### src/phong_pixel_shader_top_assert.svh
// ----------------------------------------------------------------------------
// phong_pixel_shader_top_assert
// Assertion macros for the Phong shader top level.
// ----------------------------------------------------------------------------
`ifndef PHONG_PIXEL_SHADER_TOP_ASSERT_SVH
`define PHONG_PIXEL_SHADER_TOP_ASSERT_SVH

// Same-cycle implication, held off during reset.
`define PHONG_ASSERT_IMPLY(label, clk, rst_n, a, b) \
    label: assert property (@(posedge clk) disable iff (!rst_n) (a) |-> (b)) \
        else $error("phong shader: same-cycle implication failed");

// Next-cycle implication, checked during reset too.
`define PHONG_ASSERT_NEXT(label, clk, a, b) \
    label: assert property (@(posedge clk) (a) |=> (b)) \
        else $error("phong shader: next-cycle implication failed");

`endif

### src/phong_pkg.sv
// ----------------------------------------------------------------------------
// phong_pkg
// Word types and fixed-point constants shared by the Phong shader pipeline.
// ----------------------------------------------------------------------------
package phong_pkg;

    localparam int POW_STAGES = 8;
    localparam logic [14:0] ONE_Q14 = 15'd16384;
    localparam logic [12:0] ONE_Q12 = 13'd4096;

    localparam logic CFG_AMBIENT_LEVEL = 1'b0;
    localparam logic CFG_SPECULAR_GAIN = 1'b1;

    typedef struct packed {
        logic signed [15:0] light_x;
        logic signed [15:0] light_y;
        logic signed [15:0] light_z;
        logic signed [15:0] normal_x;
        logic signed [15:0] normal_y;
        logic signed [15:0] normal_z;
        logic signed [15:0] view_x;
        logic signed [15:0] view_y;
        logic signed [15:0] view_z;
        logic [23:0]        base_rgb;
        logic [7:0]         shininess;
    } t_in_word;

    typedef struct packed {
        logic [7:0] out_red;
        logic [7:0] out_green;
        logic [7:0] out_blue;
    } t_out_word;

    // Word carried through the power stages.
    typedef struct packed {
        logic [14:0] acc;
        logic [14:0] pbase;
        logic [7:0]  shin;
        logic [18:0] kd;
        logic [23:0] base_rgb;
    } t_pow_word;

endpackage

### src/phong_mix.sv
// ----------------------------------------------------------------------------
// phong_mix
// Three stages: specular, diffuse and ambient terms, factor sum, channel scale.
// ----------------------------------------------------------------------------
module phong_mix (
    input  logic                 i_clk,
    input  logic                 i_rst_n,
    input  logic [12:0]          i_ambient_level,
    input  logic [15:0]          i_specular_gain,
    input  logic                 i_valid,
    output logic                 o_ready,
    input  phong_pkg::t_pow_word i_data,
    output logic                 o_valid,
    input  logic                 i_ready,
    output phong_pkg::t_out_word o_data
);

    logic [2:0]  r_v;
    logic [2:0]  w_rdy;

    logic [18:0] r_ks1;
    logic [19:0] r_diff1;
    logic [14:0] r_amb1;
    logic [23:0] r_base1;
    logic [20:0] r_fac2;
    logic [23:0] r_base2;
    phong_pkg::t_out_word r_out3;

    logic [12:0] w_amb;
    logic [12:0] w_wt;
    logic [30:0] w_ks;
    logic [31:0] w_diff;
    logic [28:0] w_ch [3];
    logic [7:0]  w_sat [3];

    assign w_rdy[2] = !r_v[2] || i_ready;
    assign w_rdy[1] = !r_v[1] || w_rdy[2];
    assign w_rdy[0] = !r_v[0] || w_rdy[1];
    assign o_ready  = w_rdy[0];
    assign o_valid  = r_v[2];
    assign o_data   = r_out3;

    always_comb begin
        w_amb  = (i_ambient_level > phong_pkg::ONE_Q12) ? phong_pkg::ONE_Q12
                                                        : i_ambient_level;
        w_wt   = phong_pkg::ONE_Q12 - w_amb;
        w_ks   = i_data.acc * i_specular_gain;
        w_diff = w_wt * i_data.kd;
        w_ch[0] = r_base2[23:16] * r_fac2;
        w_ch[1] = r_base2[15:8] * r_fac2;
        w_ch[2] = r_base2[7:0] * r_fac2;
        for (int i = 0; i < 3; i++) begin
            w_sat[i] = (w_ch[i][28:14] > 15'd255) ? 8'd255 : w_ch[i][21:14];
        end
    end

    always_ff @(posedge i_clk) begin
        if (!i_rst_n) begin
            r_v <= '0;
        end else begin
            if (w_rdy[0]) r_v[0] <= i_valid;
            if (w_rdy[1]) r_v[1] <= r_v[0];
            if (w_rdy[2]) r_v[2] <= r_v[1];
        end
    end

    always_ff @(posedge i_clk) begin
        if (w_rdy[0]) begin
            r_ks1   <= w_ks[30:12];
            r_diff1 <= w_diff[31:12];
            r_amb1  <= {w_amb, 2'b00};
            r_base1 <= i_data.base_rgb;
        end
        if (w_rdy[1]) begin
            r_fac2  <= 21'(r_amb1) + 21'(r_diff1) + 21'(r_ks1);
            r_base2 <= r_base1;
        end
        if (w_rdy[2]) begin
            r_out3.out_red   <= w_sat[0];
            r_out3.out_green <= w_sat[1];
            r_out3.out_blue  <= w_sat[2];
        end
    end

endmodule
### config.mk
export PLATFORM = sky130hd
export DESIGN_NAME = phong_mix
export DESIGN_NICKNAME = d
export VERILOG_FILES = /design/src/phong_pixel_shader_top_assert.svh /design/src/phong_pkg.sv /design/src/phong_mix.sv
export SDC_FILE = /design/constraint.sdc
export NUM_CORES = 2
export LEC_CHECK = 0
export ABC_AREA = 1
export BUFFER_PORTS_ARGS = -buffer_cell sky130_fd_sc_hd__buf_2
export CORE_ASPECT_RATIO = 1.1
export CORE_MARGIN = 2
export CORE_UTILIZATION = 60
export CTS_BUF_LIST = sky130_fd_sc_hd__clkbuf_8
export CTS_CLUSTER_DIAMETER = 60
export DETAILED_ROUTE_END_ITERATION = 8
export PLACE_DENSITY = 0.87
export SLEW_MARGIN = 20
export SYNTH_ARGS = -nofsm -noshare
export SYNTH_HDL_FRONTEND = slang
export SYNTH_SLANG_ARGS = --single-unit
### constraint.sdc
create_clock -name i_clk -period 20.8 [get_ports i_clk]
set_input_delay 4.16 -clock i_clk [delete_from_list [all_inputs] [get_ports i_clk]]
set_output_delay 4.16 -clock i_clk [all_outputs]
set_load 0.1 [all_outputs]
; ---- After elaboration in Yosys (flattened, before gate mapping)
; Index checks and enable logic that the tools add are counted.
[op_classes]
addsub = 3
mul = 5
order_cmp = 4
muxes = 1
reduce_logical = 6
[op_table]
columns = operator, n
row1 = 8-bit by 21-bit multiplier with 29-bit output, 3
row2 = "15-bit by 8-bit > comparator with 1-bit output, second input constant", 3
row3 = 13-bit by 19-bit multiplier with 32-bit output, 1
row4 = 15-bit by 16-bit multiplier with 31-bit output, 1
row5 = 15-bit by 20-bit adder with 21-bit output, 1
row6 = 21-bit by 19-bit adder with 21-bit output, 1
row7 = "13-bit > comparator, second input constant", 1
row8 = 13-bit 2-to-1 mux, 1
row9 = "13-bit subtractor, first input constant", 1
row10 = 1-bit zero test, 3
row11 = 1-bit logical OR, 3
[word_totals]
regBits = 148
in_bits = 114

; ---- Longest topological paths before layout
[depth]
depth_word = 4
ltp_mapped = 37
mapped_depth_nobuf = 36

; ---- Least setup slack after synthesis
; OpenSTA, ideal clock, no wires.
[synth_path]
kind = in2out
startpoint = input port i_ready
endpoint = output port o_ready
arrival_ns = 7.168
required_ns = 16.640
slack_ns = 9.472
cell_stages = 4
cell_sequence = inv_1 nand2_1 nor2_1 nand2_1
[synth_via]
elab_chain_len = 3
[synth_lines]
columns = item, line_no
row1 = "start, declared", phong_mix.sv:14  ; input logic i_ready,
row2 = 1-bit logical OR, phong_mix.sv:36  ; assign w_rdy[2] = !r_v[2] || i_ready;
row3 = named net w_rdy[2], phong_mix.sv:19  ; logic [2:0] w_rdy;
row4 = 1-bit logical OR, phong_mix.sv:37  ; assign w_rdy[1] = !r_v[1] || w_rdy[2];
row5 = 1-bit logical OR, phong_mix.sv:38  ; assign w_rdy[0] = !r_v[0] || w_rdy[1];
row6 = "end, declared", phong_mix.sv:11  ; output logic o_ready,
; The timed path passes the listed nets, and every way through them passes these cells.

; ---- Final worst setup path
[layout_path]
startpoint = input port i_ambient_level[12]
endpoint = register r_diff1[17], data pin
[layout_via]
elab_chain_len = 4
[layout_lines]
columns = item, line_no
row1 = "start, declared", phong_mix.sv:8  ; input logic [12:0] i_ambient_level,
row2 = 13-bit > comparator, phong_mix.sv:44  ; w_amb = (i_ambient_level > phong_pkg::ONE_Q12) ? phong_pkg::ONE_Q12
row3 = 13-bit 2-to-1 mux, phong_mix.sv:44
row4 = named net w_amb[0], phong_mix.sv:29  ; logic [12:0] w_amb;
row5 = 13-bit subtractor, phong_mix.sv:46  ; w_wt = phong_pkg::ONE_Q12 - w_amb;
row6 = 13-bit by 19-bit multiplier with 32-bit output, phong_mix.sv:48  ; w_diff = w_wt * i_data.kd;
row7 = named net w_diff[29], phong_mix.sv:32  ; logic [31:0] w_diff;
row8 = "end signal, assigned", phong_mix.sv:70  ; r_diff1 <= w_diff[31:12];
row9 = "end, declared", phong_mix.sv:22  ; logic [19:0] r_diff1;
; The timed path passes the listed nets, and every way through them passes these cells.
; A chain may end at the register's enable or synchronous reset.

==> impl_metrics.ini <==
[sta]
slew_headroom_pct = 13.89
setup_tns_ns = 0
min_period_ns = 11.37
max_freq_mhz = 87.95
finClkSkew_ns = 0.02530
final-setup-viol-count = 0
worst_slew_pin_slew_ns = 1.292
rsz0062_at_grt = no
drv_slew = 0
hold_viol = 0
period_share_pct = 54.67

[yosys]
synth_edf_count = 145
yosysSeqAreaShare_pct = 11.40
synth-seq-cells = 148
syn_nets = 6183
syn-instance-count = 5022
dominantRegCellSynth = edfxtp_1
syn-cell-area_um2 = 38710
async_flop_share_pct = 0
synth.avg_cell_area_um2 = 7.709
ys_warn_count = 0
ys_types = 48

[min_path]
hp-class = register to register
min_from = r_base1[15]
min_to = r_base2[15]
hold_path_depth = 0

[final_layout]
regArea_um2 = 4414
nFillCells = 5263
multi_input_area_um2 = 28690
area_growth_pct = 3.920
mostFrequentLayoutCell = nand2_1
num-nets-final = 6159
final_cell_mix = nand2_1, inv_1, fa_1, ha_1, nor2_1
layout-drive-gt1-share_pct = 4.311

[clock_network]
cts.sinks = 148
tritoncts = done
postCtsHoldBufs = 0
numCtsBuffers = 17
insertion_delay_ns = 0.56
cts_resized = 0
cts_setup_buffers = 0
htreeDepth = 4
clk_pin_slew_ns = 0.09
clockBufferDepth = 2
cts_root_buf = clkbuf_8

[die]
fp-row-count = 97
die_w_um = 246.2
die_y_um = 270.4
die_area_um2 = 66570
initial_core_util_pct = 60.76
core_area_um2 = 63720
ioPinCount = 140

[routing]
routed_wl_mm = 94.04
first_pass_iters = 8
wl_per_cell_um = 16.07
antenna_left = 0
viasPerCell = 5.400
drc = 0
num_vias = 31600
drt_iter0_markers = 2110

[global_route]
grt_max_degree = 51
grt-ovfl-total = 0
grt_pass1_vias = 34360
grt_pass1_wl_mm = 159.4
antenna_found_initial = 3
grt.total_usage_pct = 29.74

[setup_path]
cp_max_fo = 18
worstSetupStartpointType = input port
cp.required_ns = 21.10
ff2ff_path_depth = 19
reg2reg_slack_ns = 15.22
critPathMaxStageDelay_ns = 0.72
endpoint_kind = register
crit_type = input port to register
cpMostUsedCell = nand2_1
r2r-start = r_fac2[4]
rr_endpoint = o_data[0]
cp.arrival_ns = 11.67
slowest_stage = clkinv_1

[job]
drv_cap = 0

[outcome]
status = finished, final reports clean

[place]
place.gp.congestion = 0.9964
hpwl_mm = 76.38
io_buffers = 116
[kinds of logic (layout without fill, tap and decap cells)]
| logic type | count (synthesis) | after routing | share of synthesized area, % |
|---|---|---|---|
| xor+xnor | 73 | 73 | 1.652 |
| compound gates | 285 | 285 | 4.169 |
| buf+inv | 1480 | 1469 | 14.51 |
| other cells | 0 | 1 | 0 |
| simple gates | 1989 | 1989 | 20.50 |
| flops | 148 | 148 | 11.40 |
| fa+ha+maj | 1047 | 1047 | 47.76 |
[cell usage after synthesis (4+ instances only)]
| cell type | n | area, um^2 |
|---|---|---|
| nand2_1 | 1495 | 5612 |
| inv_1 | 1298 | 4872 |
| fa_1 | 718 | 14370 |
| ha_1 | 329 | 4116 |
| nor2_1 | 255 | 957.2 |
| edfxtp_1 | 145 | 4354 |
| clkbuf_1 | 144 | 540.5 |
| a21oi_1 | 143 | 715.7 |
| nand3_1 | 129 | 645.6 |
| o21ai_0 | 65 | 325.3 |
| xor2_1 | 45 | 394.1 |
| xnor2_1 | 28 | 245.2 |
| nor2_2 | 25 | 156.4 |
| nor3_1 | 23 | 115.1 |
| o21bai_1 | 22 | 165.2 |
| nand4_1 | 21 | 131.4 |
| a21o_1 | 18 | 135.1 |
| nor4_1 | 12 | 75.07 |
| buf_1 | 9 | 33.78 |
| a31oi_1 | 8 | 50.05 |
| inv_2 | 7 | 26.28 |
| nand2_2 | 7 | 43.79 |
| a21boi_0 | 6 | 45.04 |
| buf_2 | 6 | 30.03 |
| clkinv_1 | 6 | 22.52 |
| and2_1 | 5 | 31.28 |
| buf_6 | 5 | 56.30 |
| nand2_4 | 5 | 56.30 |
| o21a_1 | 5 | 37.54 |
| buf_4 | 4 | 30.03 |
| o21ai_1 | 4 | 20.02 |
[flip-flops by register name, summed over array words and instances (netlist names)]
name	count
r_amb1	13
r_base2	24
r_base1	24
o_data	24
r_ks1	19
r_fac2	21
r_diff1	20
r_v	3
[critical path: cells and delay by family]
family / cells / cell delay [ns]
compound gates: 5 / 0.98
fa+ha+maj: 7 / 3.23
buf+inv: 7 / 1.71
simple gates: 10 / 1.58
[routing by layer]
layer | vias up | global-route usage [%] | routed length [um]
li1 | 14630 | - | -
met1 | 15200 | 34.10 | 34170
met2 | 1421 | 53.15 | 48300
met3 | 349 | 4.750 | 6884
met4 | 2 | 15.33 | 4675
met5 | - | 0 | 10
[layout make-up]
class                   instances  share of cell area [%]
well taps                     841                   2.616
flip-flops and latches        148                   10.97
multi-input cells            3394                   71.31
clock inverters                14                  0.5349
repair buffers                125                   1.698
inverters                    1312                   12.25
clock buffers                  18                  0.6158
diodes                          1                0.006220
[through the flow]
stage | setup slack (ns) | hold slack [ns] | cell area, um^2 | std cells | utilization, %
2_1_floorplan | 9.472 | 0.4003 | 38710 | 5022 | -
3_3_place_gp | 9.029 | 0.4009 | 39710 | 5817 | 62.32
3_5_place_dp | 8.963 | 0.4056 | 39710 | 5817 | 62.32
4_1_cts | 9.566 | 0.4271 | 40170 | 5849 | 63.05
5_1_grt | 9.051 | 0.4311 | 40230 | 5852 | 63.14
6_report | 9.430 | 0.4251 | 40230 | 5853 | 63.14
[worst max path at each step]
stage | start | end | slack (ns) | depth (start not counted)
floorplan | i_ready | o_ready | 9.47 | 4
global placement | i_ambient_level[12] | r_diff1[17] | 9.03 | 27
detailed placement | i_ambient_level[12] | r_diff1[17] | 8.96 | 27
CTS | i_ambient_level[12] | r_diff1[17] | 9.57 | 27
global route | i_ambient_level[12] | r_diff1[13] | 9.05 | 30
finish | i_ambient_level[12] | r_diff1[17] | 9.43 | 29
Power is not shown: default switching activity piles up to over one toggle a cycle in this logic, so the estimate is an artifact.
