$ cat config.mk
export PLATFORM = sky130hd
export DESIGN_NAME = phong_pow
export DESIGN_NICKNAME = d
export VERILOG_FILES = /design/src/phong_pixel_shader_top_assert.svh /design/src/phong_pkg.sv /design/src/phong_pow.sv
export SDC_FILE = /design/constraint.sdc
export NUM_CORES = 1
export LEC_CHECK = 0
export BUFFER_PORTS_ARGS = -buffer_cell sky130_fd_sc_hd__buf_4
export CAP_MARGIN = 20
export CORE_ASPECT_RATIO = 1.75
export CORE_MARGIN = 8
export CORE_UTILIZATION = 56
export DETAILED_ROUTE_END_ITERATION = 8
export PLACE_DENSITY = 0.8
export SLEW_MARGIN = 20
export SYNTH_ARGS = -nofsm -noshare
export SYNTH_HDL_FRONTEND = slang
export SYNTH_SLANG_ARGS = --single-unit
$ cat constraint.sdc
create_clock -name i_clk -period 5.6 [get_ports i_clk]
set_clock_uncertainty 0.15 [all_clocks]
set_input_delay 0 -clock i_clk [delete_from_list [all_inputs] [get_ports i_clk]]
set_output_delay 0 -clock i_clk [all_outputs]
set_load 0.01 [all_outputs]
$ cat src/phong_pixel_shader_top_assert.svh
// ----------------------------------------------------------------------------
// phong_pixel_shader_top_assert
// Assertion macros for the Phong shader top level.
// ----------------------------------------------------------------------------
`ifndef PHONG_PIXEL_SHADER_TOP_ASSERT_SVH
`define PHONG_PIXEL_SHADER_TOP_ASSERT_SVH

// Same-cycle implication, held off during reset.
`define PHONG_ASSERT_IMPLY(label, clk, rst_n, a, b) \
    label: assert property (@(posedge clk) disable iff (!rst_n) (a) |-> (b)) \
        else $error("phong shader: same-cycle implication failed");

// Next-cycle implication, checked during reset too.
`define PHONG_ASSERT_NEXT(label, clk, a, b) \
    label: assert property (@(posedge clk) (a) |=> (b)) \
        else $error("phong shader: next-cycle implication failed");

`endif

$ cat src/phong_pkg.sv
// ----------------------------------------------------------------------------
// phong_pkg
// Word types and fixed-point constants shared by the Phong shader pipeline.
// ----------------------------------------------------------------------------
package phong_pkg;

    localparam int POW_STAGES = 8;
    localparam logic [14:0] ONE_Q14 = 15'd16384;
    localparam logic [12:0] ONE_Q12 = 13'd4096;

    localparam logic CFG_AMBIENT_LEVEL = 1'b0;
    localparam logic CFG_SPECULAR_GAIN = 1'b1;

    typedef struct packed {
        logic signed [15:0] light_x;
        logic signed [15:0] light_y;
        logic signed [15:0] light_z;
        logic signed [15:0] normal_x;
        logic signed [15:0] normal_y;
        logic signed [15:0] normal_z;
        logic signed [15:0] view_x;
        logic signed [15:0] view_y;
        logic signed [15:0] view_z;
        logic [23:0]        base_rgb;
        logic [7:0]         shininess;
    } t_in_word;

    typedef struct packed {
        logic [7:0] out_red;
        logic [7:0] out_green;
        logic [7:0] out_blue;
    } t_out_word;

    // Word carried through the power stages.
    typedef struct packed {
        logic [14:0] acc;
        logic [14:0] pbase;
        logic [7:0]  shin;
        logic [18:0] kd;
        logic [23:0] base_rgb;
    } t_pow_word;

endpackage

$ cat src/phong_pow.sv
// ----------------------------------------------------------------------------
// phong_pow
// One square-and-multiply step of s^shininess, low exponent bit first.
// ----------------------------------------------------------------------------
module phong_pow (
    input  logic                 i_clk,
    input  logic                 i_rst_n,
    input  logic                 i_valid,
    output logic                 o_ready,
    input  phong_pkg::t_pow_word i_data,
    output logic                 o_valid,
    input  logic                 i_ready,
    output phong_pkg::t_pow_word o_data
);

    logic                 r_v;
    phong_pkg::t_pow_word r_word;
    logic [29:0]          w_mul;
    logic [29:0]          w_sq;

    assign o_ready = !r_v || i_ready;
    assign o_valid = r_v;
    assign o_data  = r_word;
    assign w_mul   = i_data.acc * i_data.pbase;
    assign w_sq    = i_data.pbase * i_data.pbase;

    always_ff @(posedge i_clk) begin
        if (!i_rst_n) begin
            r_v <= 1'b0;
        end else if (o_ready) begin
            r_v <= i_valid;
        end
    end

    always_ff @(posedge i_clk) begin
        if (o_ready) begin
            r_word.acc      <= i_data.shin[0] ? w_mul[28:14] : i_data.acc;
            r_word.pbase    <= w_sq[28:14];
            // advance to the next exponent bit
            r_word.shin     <= i_data.shin >> 1;
            r_word.kd       <= i_data.kd;
            r_word.base_rgb <= i_data.base_rgb;
        end
    end

endmodule

### Yosys cells after proc, flatten, opt, wreduce, memory -nomap -nowiden

Index checks and enable logic that the tools add are counted.

* register bits: 81
* latch bits: 0
* memory bits (writable): 0
* bits in read-only memories: 0
* input bits: 85
* output and inout bits: 83
* memories: 0

* $add $sub $neg: 0
* multipliers: 2
* div/mod/pow operators: 0
* $lt $le $gt $ge: 0
* equality and inequality tests: 0
* shift-type cells: 0
* multiplexer cells: 1
* bitwise gates (word level): 0
* reduce and logical (&&, ||, !) cells: 2

Operators by type and width (number)
* $mul A15 B15 Y29: 2
* $mux W15: 1
* $logic_not A1 Y1: 1
* $logic_or A1 B1 Y1: 1

### Logic depth before layout (Yosys ltp)

* depth after elaboration: 2
* mapped depth: 25
* gate-level depth less buffers: 23

### Worst setup path after synthesis

Ideal clock, no wire load.

* path kind: input -> register
* start: in i_data[62] (netlist bit)
* end: reg r_word (netlist bit o_data[63]) (data pin)
* library setup time: 0.257 ns
* data arrival time: 5.590 ns
* data required time: 5.193 ns
* setup slack: -0.397 ns
* cell stages on the path: 21
* buffers on the path: 2
* cells stage by stage: clkbuf_1 clkbuf_1 nand2_1 fa_1 inv_1 fa_1 fa_1 fa_1 fa_1 inv_1 fa_1 inv_1 ha_1 a211oi_2 nand2_1 a31o_1 a221o_1 o41ai_4 o211ai_2 a21o_1 xor2_1

* longest elaborated chain between the ends: 1

RTL lines
* start, declared: RTL line phong_pow.sv:10 `input phong_pkg::t_pow_word i_data,`
* $mul A15 B15 Y29: RTL line phong_pow.sv:25 `assign w_sq = i_data.pbase * i_data.pbase;`
* named net w_sq[26]: RTL line phong_pow.sv:19 `logic [29:0] w_sq;`
* end, declared: RTL line phong_pow.sv:17 `phong_pkg::t_pow_word r_word;`

The timed path passes the listed nets, and every way through them passes these cells.
A chain may end at the register's enable or synchronous reset.

### Worst setup path in the final report

* start: in i_data[55] (netlist bit)
* end: reg r_word (netlist bit o_data[76]) (data pin)

* longest elaborated chain between the ends: 2

RTL lines
* $mul A15 B15 Y29: RTL line phong_pow.sv:24 `assign w_mul = i_data.acc * i_data.pbase;`
* $mux W15: RTL line phong_pow.sv:37 `r_word.acc <= i_data.shin[0] ? w_mul[28:14] : i_data.acc;`

No other way between the ends.

==> summary.txt <==
OUTCOME
------------------------------------------------------------------------------------------------------
Run status                                                                                complete, no violations

POWER AND IR DROP
------------------------------------------------------------------------------------------------------
Largest vdd supply drop                                                                       1.080 mV
Power Dens Cells                                                                          665.3 nW/um^2
Leak                                                                                          10.07 nW

FINAL LAYOUT
------------------------------------------------------------------------------------------------------
Layout cell share with drive strength beyond 1                                                  0.2147
Number of non-filler instances in the completed layout                                            2252
Area taken by multi-input logic gates                                                       11580 um^2
Layout-stage area growth over the synthesis result                                              24.65%
Count of nets after finishing                                                                     2436
Count of fill cells added during filler insertion                                                 1925
Register cell area after layout                                                              2422 um^2

CRITICAL PATH
------------------------------------------------------------------------------------------------------
Top Family by Delay on Critical Path                                                       adder cells
Series of cell instances along the critical path                                          buf_12 -> and2_4 -> fa_1 -> inv_2 -> fa_1 -> inv_1 -> fa_1 -> inv_2 -> fa_1 -> inv_1 -> fa_1 -> inv_1 -> fa_1 -> inv_2 -> ha_4 -> nand4_1 -> nor3_2 -> a221oi_2 -> buf_4 -> o21ba_4 -> o211ai_1 -> a31oi_1 -> xnor2_1 -> mux2_2
WP data arrival                                                                                5530 ps
CP Depth                                                                                            24
Required time of the critical path                                                             5570 ps
Buffers & Inverters on Critical Path                                                                 8
Maximum fanout along the worst path                                                                  7
Most frequent CP cell                                                                     sky130_fd_sc_hd__fa_1
Crit-path slowest cell                                                                    sky130_fd_sc_hd__fa_1
Depth of the worst register-to-register path                                                         3
Startpoint type of the worst setup path                                                   primary input
Category of the worst setup path capture point                                               flip-flop
R2r setup slk                                                                                  3810 ps
Worst reg2reg path startpoint                                                                  o_valid
Delay of the slowest cell on the worst path                                                     540 ps
Endpoint of the lowest-slack register-to-register path                                         o_valid
Startpoint-to-endpoint class of the critical path                                            in -> reg

CLOCK TREE
------------------------------------------------------------------------------------------------------
Clock latency of the later-clocked register in the worst-skew pair                              350 ps
Number of H-tree levels                                                                              3
Inserted Clock Buffers                                                                               9
Clock transition at the register clock pins on the worst setup and hold paths after CTS          70 ps
Clock buffer depth                                                                                   2
Clock tree from TritonCTS                                                                         done
Root buffer selected by CTS                                                               sky130_fd_sc_hd__clkbuf_16
Clock sink count                                                                                    81

STA
------------------------------------------------------------------------------------------------------
Share of the clock period used by the worst path                                                0.9916
Final Critical Period                                                                          5553 ps
Tightest Pin Transition                                                                       542.0 ps
Max-slew violations                                                                                  0
Achievable clock frequency                                                                   180.1 MHz
Worst relative slew slack                                                                       0.6348
Unrepaired setup endpoints after global routing                                                   true
Final setup violation count                                                                          0
Final Hold Violating Endpoints                                                                       0
Worst hold slack after final layout                                                           26.79 ps

HOLD PATH
------------------------------------------------------------------------------------------------------
Hold_sp                                                                                     i_data[67]
Hold-critical path depth                                                                             3
Hold Path Class                                                                              in -> reg
Endpoint of the worst hold-timing path                                                      o_data[67]

LOGIC SYNTHESIS
------------------------------------------------------------------------------------------------------
Count of different cell masters after synthesis                                                     48
Synth top area share                                                                            0.3909
Post-synth net total                                                                              2109
Mapped Avg Cell Area                                                                        9.979 um^2
Synthesized flop and latch total                                                                    81
Syn Inst Count                                                                                    1550
Count of yosys warnings during synthesis                                                             0
Cell area after synthesis                                                                   15470 um^2
Flip-flop cell with the highest count after synthesis                                     sky130_fd_sc_hd__edfxtp_1
Fraction of synthesis flops using an asynchronous set or reset pin                                   0
Top cells by area in the synthesized netlist                                              sky130_fd_sc_hd__fa_1 39%, sky130_fd_sc_hd__edfxtp_1 16%, sky130_fd_sc_hd__ha_1 14%
Cell accounting for the most synthesized area                                             sky130_fd_sc_hd__fa_1
Number of enable flip-flop cells after synthesis                                                    80
Register area share after synthesis                                                             0.1566

FLOORPLAN
------------------------------------------------------------------------------------------------------
Vertical die dimension                                                                        235.9 um
Die Outline Area                                                                            33400 um^2
Initial cell density of the core                                                                0.5681
Core area                                                                                   27230 um^2
Number of primary I/O pins                                                                         168
Standard-cell rows                                                                                  80
Horiz. Die Dim                                                                                141.6 um

GLOBAL ROUTE
------------------------------------------------------------------------------------------------------
Pin count of the biggest net entering global routing                                                83
Gr usage total                                                                                  0.2426
Global-route wire length before repair                                                        64.00 mm
Antenna violations before repair                                                                     1
GR Overflow Total                                                                                    0
Vias in the first global route                                                                   13380

DRT
------------------------------------------------------------------------------------------------------
Final wirelength                                                                              39.04 mm
Avg Vias per Cell                                                                                5.194
DR DRC count                                                                                         0
Pre-antenna DRT Iters                                                                                7
First DRT Iteration DRCs                                                                           455
Count of vias placed by the detailed router                                                      11700
Routed WL per cell                                                                            17.34 um
Remaining number of nets flagged by the antenna check after routing                                  0

PLACED DESIGN
------------------------------------------------------------------------------------------------------
Final HPWL from detailed placement                                                            31.91 mm
IO Port Bufs                                                                                       166
Placed Instances                                                                                  2175
Gp weighted congestion                                                                          0.8868

FLOW RUN
------------------------------------------------------------------------------------------------------
Max Cap Viol                                                                                         0

-- cells in the mapped netlist (all sizes together) (4+ instances only) --
library cell and instances:
inv 385, fa 302, nand2 174, ha 172
and2 171, edfxtp 80, clkbuf 61, xnor2 31
a21oi 26, nor2 19, o21ai 18, a21o 12
mux2 11, xor2 11, nand3 10, nand4 7
nor3 7, nand2b 5, o211ai 5, a211oi 4
nor2b 4, o31ai 4
-- layout by cell type (no fill, tap or decap), types with 3 or more instances in the layout --
cell type	count
sky130_fd_sc_hd__ha_4	6
sky130_fd_sc_hd__fa_2	5
sky130_fd_sc_hd__and2_1	163
sky130_fd_sc_hd__a21o_1	12
sky130_fd_sc_hd__a21oi_1	25
sky130_fd_sc_hd__a31oi_1	3
sky130_fd_sc_hd__and3_1	3
sky130_fd_sc_hd__a211oi_1	3
sky130_fd_sc_hd__and2_4	8
sky130_fd_sc_hd__inv_2	6
sky130_fd_sc_hd__nor3_1	6
sky130_fd_sc_hd__nor2_1	18
sky130_fd_sc_hd__edfxtp_1	80
sky130_fd_sc_hd__o21ai_0	14
sky130_fd_sc_hd__nand2b_1	4
sky130_fd_sc_hd__nand2_2	4
sky130_fd_sc_hd__clkbuf_16	9
sky130_fd_sc_hd__o31ai_1	3
sky130_fd_sc_hd__mux2_4	3
sky130_fd_sc_hd__ha_1	166
sky130_fd_sc_hd__o211ai_1	3
sky130_fd_sc_hd__buf_6	13
sky130_fd_sc_hd__nand2_1	169
sky130_fd_sc_hd__xnor2_1	31
sky130_fd_sc_hd__nand3_1	9
sky130_fd_sc_hd__inv_1	379
sky130_fd_sc_hd__dlygate4sd3_1	55
sky130_fd_sc_hd__mux2_2	8
sky130_fd_sc_hd__xor2_1	11
sky130_fd_sc_hd__nand4_1	7
sky130_fd_sc_hd__fa_1	297
sky130_fd_sc_hd__buf_4	308
sky130_fd_sc_hd__o21ai_2	3
sky130_fd_sc_hd__nor2b_1	4
-- worst min-delay path, stage by stage --
cell and delay, ps:
sky130_fd_sc_hd__buf_4 120, sky130_fd_sc_hd__buf_4 160, sky130_fd_sc_hd__mux2_2 150
-- metrics by stage --
step / setup WS [ps] / utilization / setup TNS (ps) / total power [mW] / instance area, um^2
floorplan: -62.82 / - / -146.9 / 8.151 / 15760
detailed placement: -368.8 / 0.6686 / -5239 / 11.63 / 18200
global route: -167.0 / 0.7081 / -1132 / 14.22 / 19280
CTS: 23.46 / 0.6996 / 0 / 12.43 / 19050
finish: 46.84 / 0.7081 / 0 / 12.83 / 19280
global placement: -322.6 / 0.6686 / -4229 / 11.37 / 18200
-- kinds of logic after synthesis --
family          count (synthesis)  share of synthesized area
compound gates                 89                    0.04109
simple gates                  404                     0.1312
other cells                     1                  0.0002424
flops                          81                     0.1566
mux                            11                   0.008008
buf+inv                       448                     0.1090
xor+xnor                       42                    0.02378
fa+ha+maj                     474                     0.5300
-- final cells by class --
type | count | area share
multi-input cells | 1021 | 0.6004
repair buffers | 379 | 0.1596
flip-flops and latches | 81 | 0.1256
inverters | 385 | 0.07496
well taps | 369 | 0.02395
clock buffers | 10 | 0.01188
clock inverters | 6 | 0.003440
diodes | 1 | 0.0001298
-- power by group --
group	internal (mW)	switching, mW
clock network	0.348	0.266
logic	5.48	5.60
registers	1.10	0.0444
total	6.92	5.91
-- sequential cells by signal, indices dropped and copies added, names as in the netlist --
register / cells
o_data: 80
o_valid: 1
-- layer usage --
metal	global-route usage	up-vias	part of all wire
met3	0.03519	112	0.047
met1	0.2535	5909	0.35
li1	-	5309	-
met2	0.4564	368	0.55
met5	0	-	0
met4	0.1243	0	0.049
-- worst max-delay path by stage --
| stage | from | endpoint | slack [ps] |
|---|---|---|---|
| 2_1_floorplan | i_data[52] | o_data[79] | -60 |
| 3_3_place_gp | i_data[55] | o_data[79] | -320 |
| 3_5_place_dp | i_data[51] | o_data[79] | -370 |
| 4_1_cts | i_data[62] | o_data[63] | 20 |
| 5_1_grt | i_data[55] | o_data[76] | -170 |
| 6_report | i_data[55] | o_data[76] | 50 |
-- what timing repair did --
item                                    4_1_cts  5_1_grt
buffers inserted                              0        4
hold endpoints to repair                     64        0
endpoints found under the setup margin        0       19
hold buffers                                 55        0
resized for setup                             0       48
(Power assumes the default switching activity.)
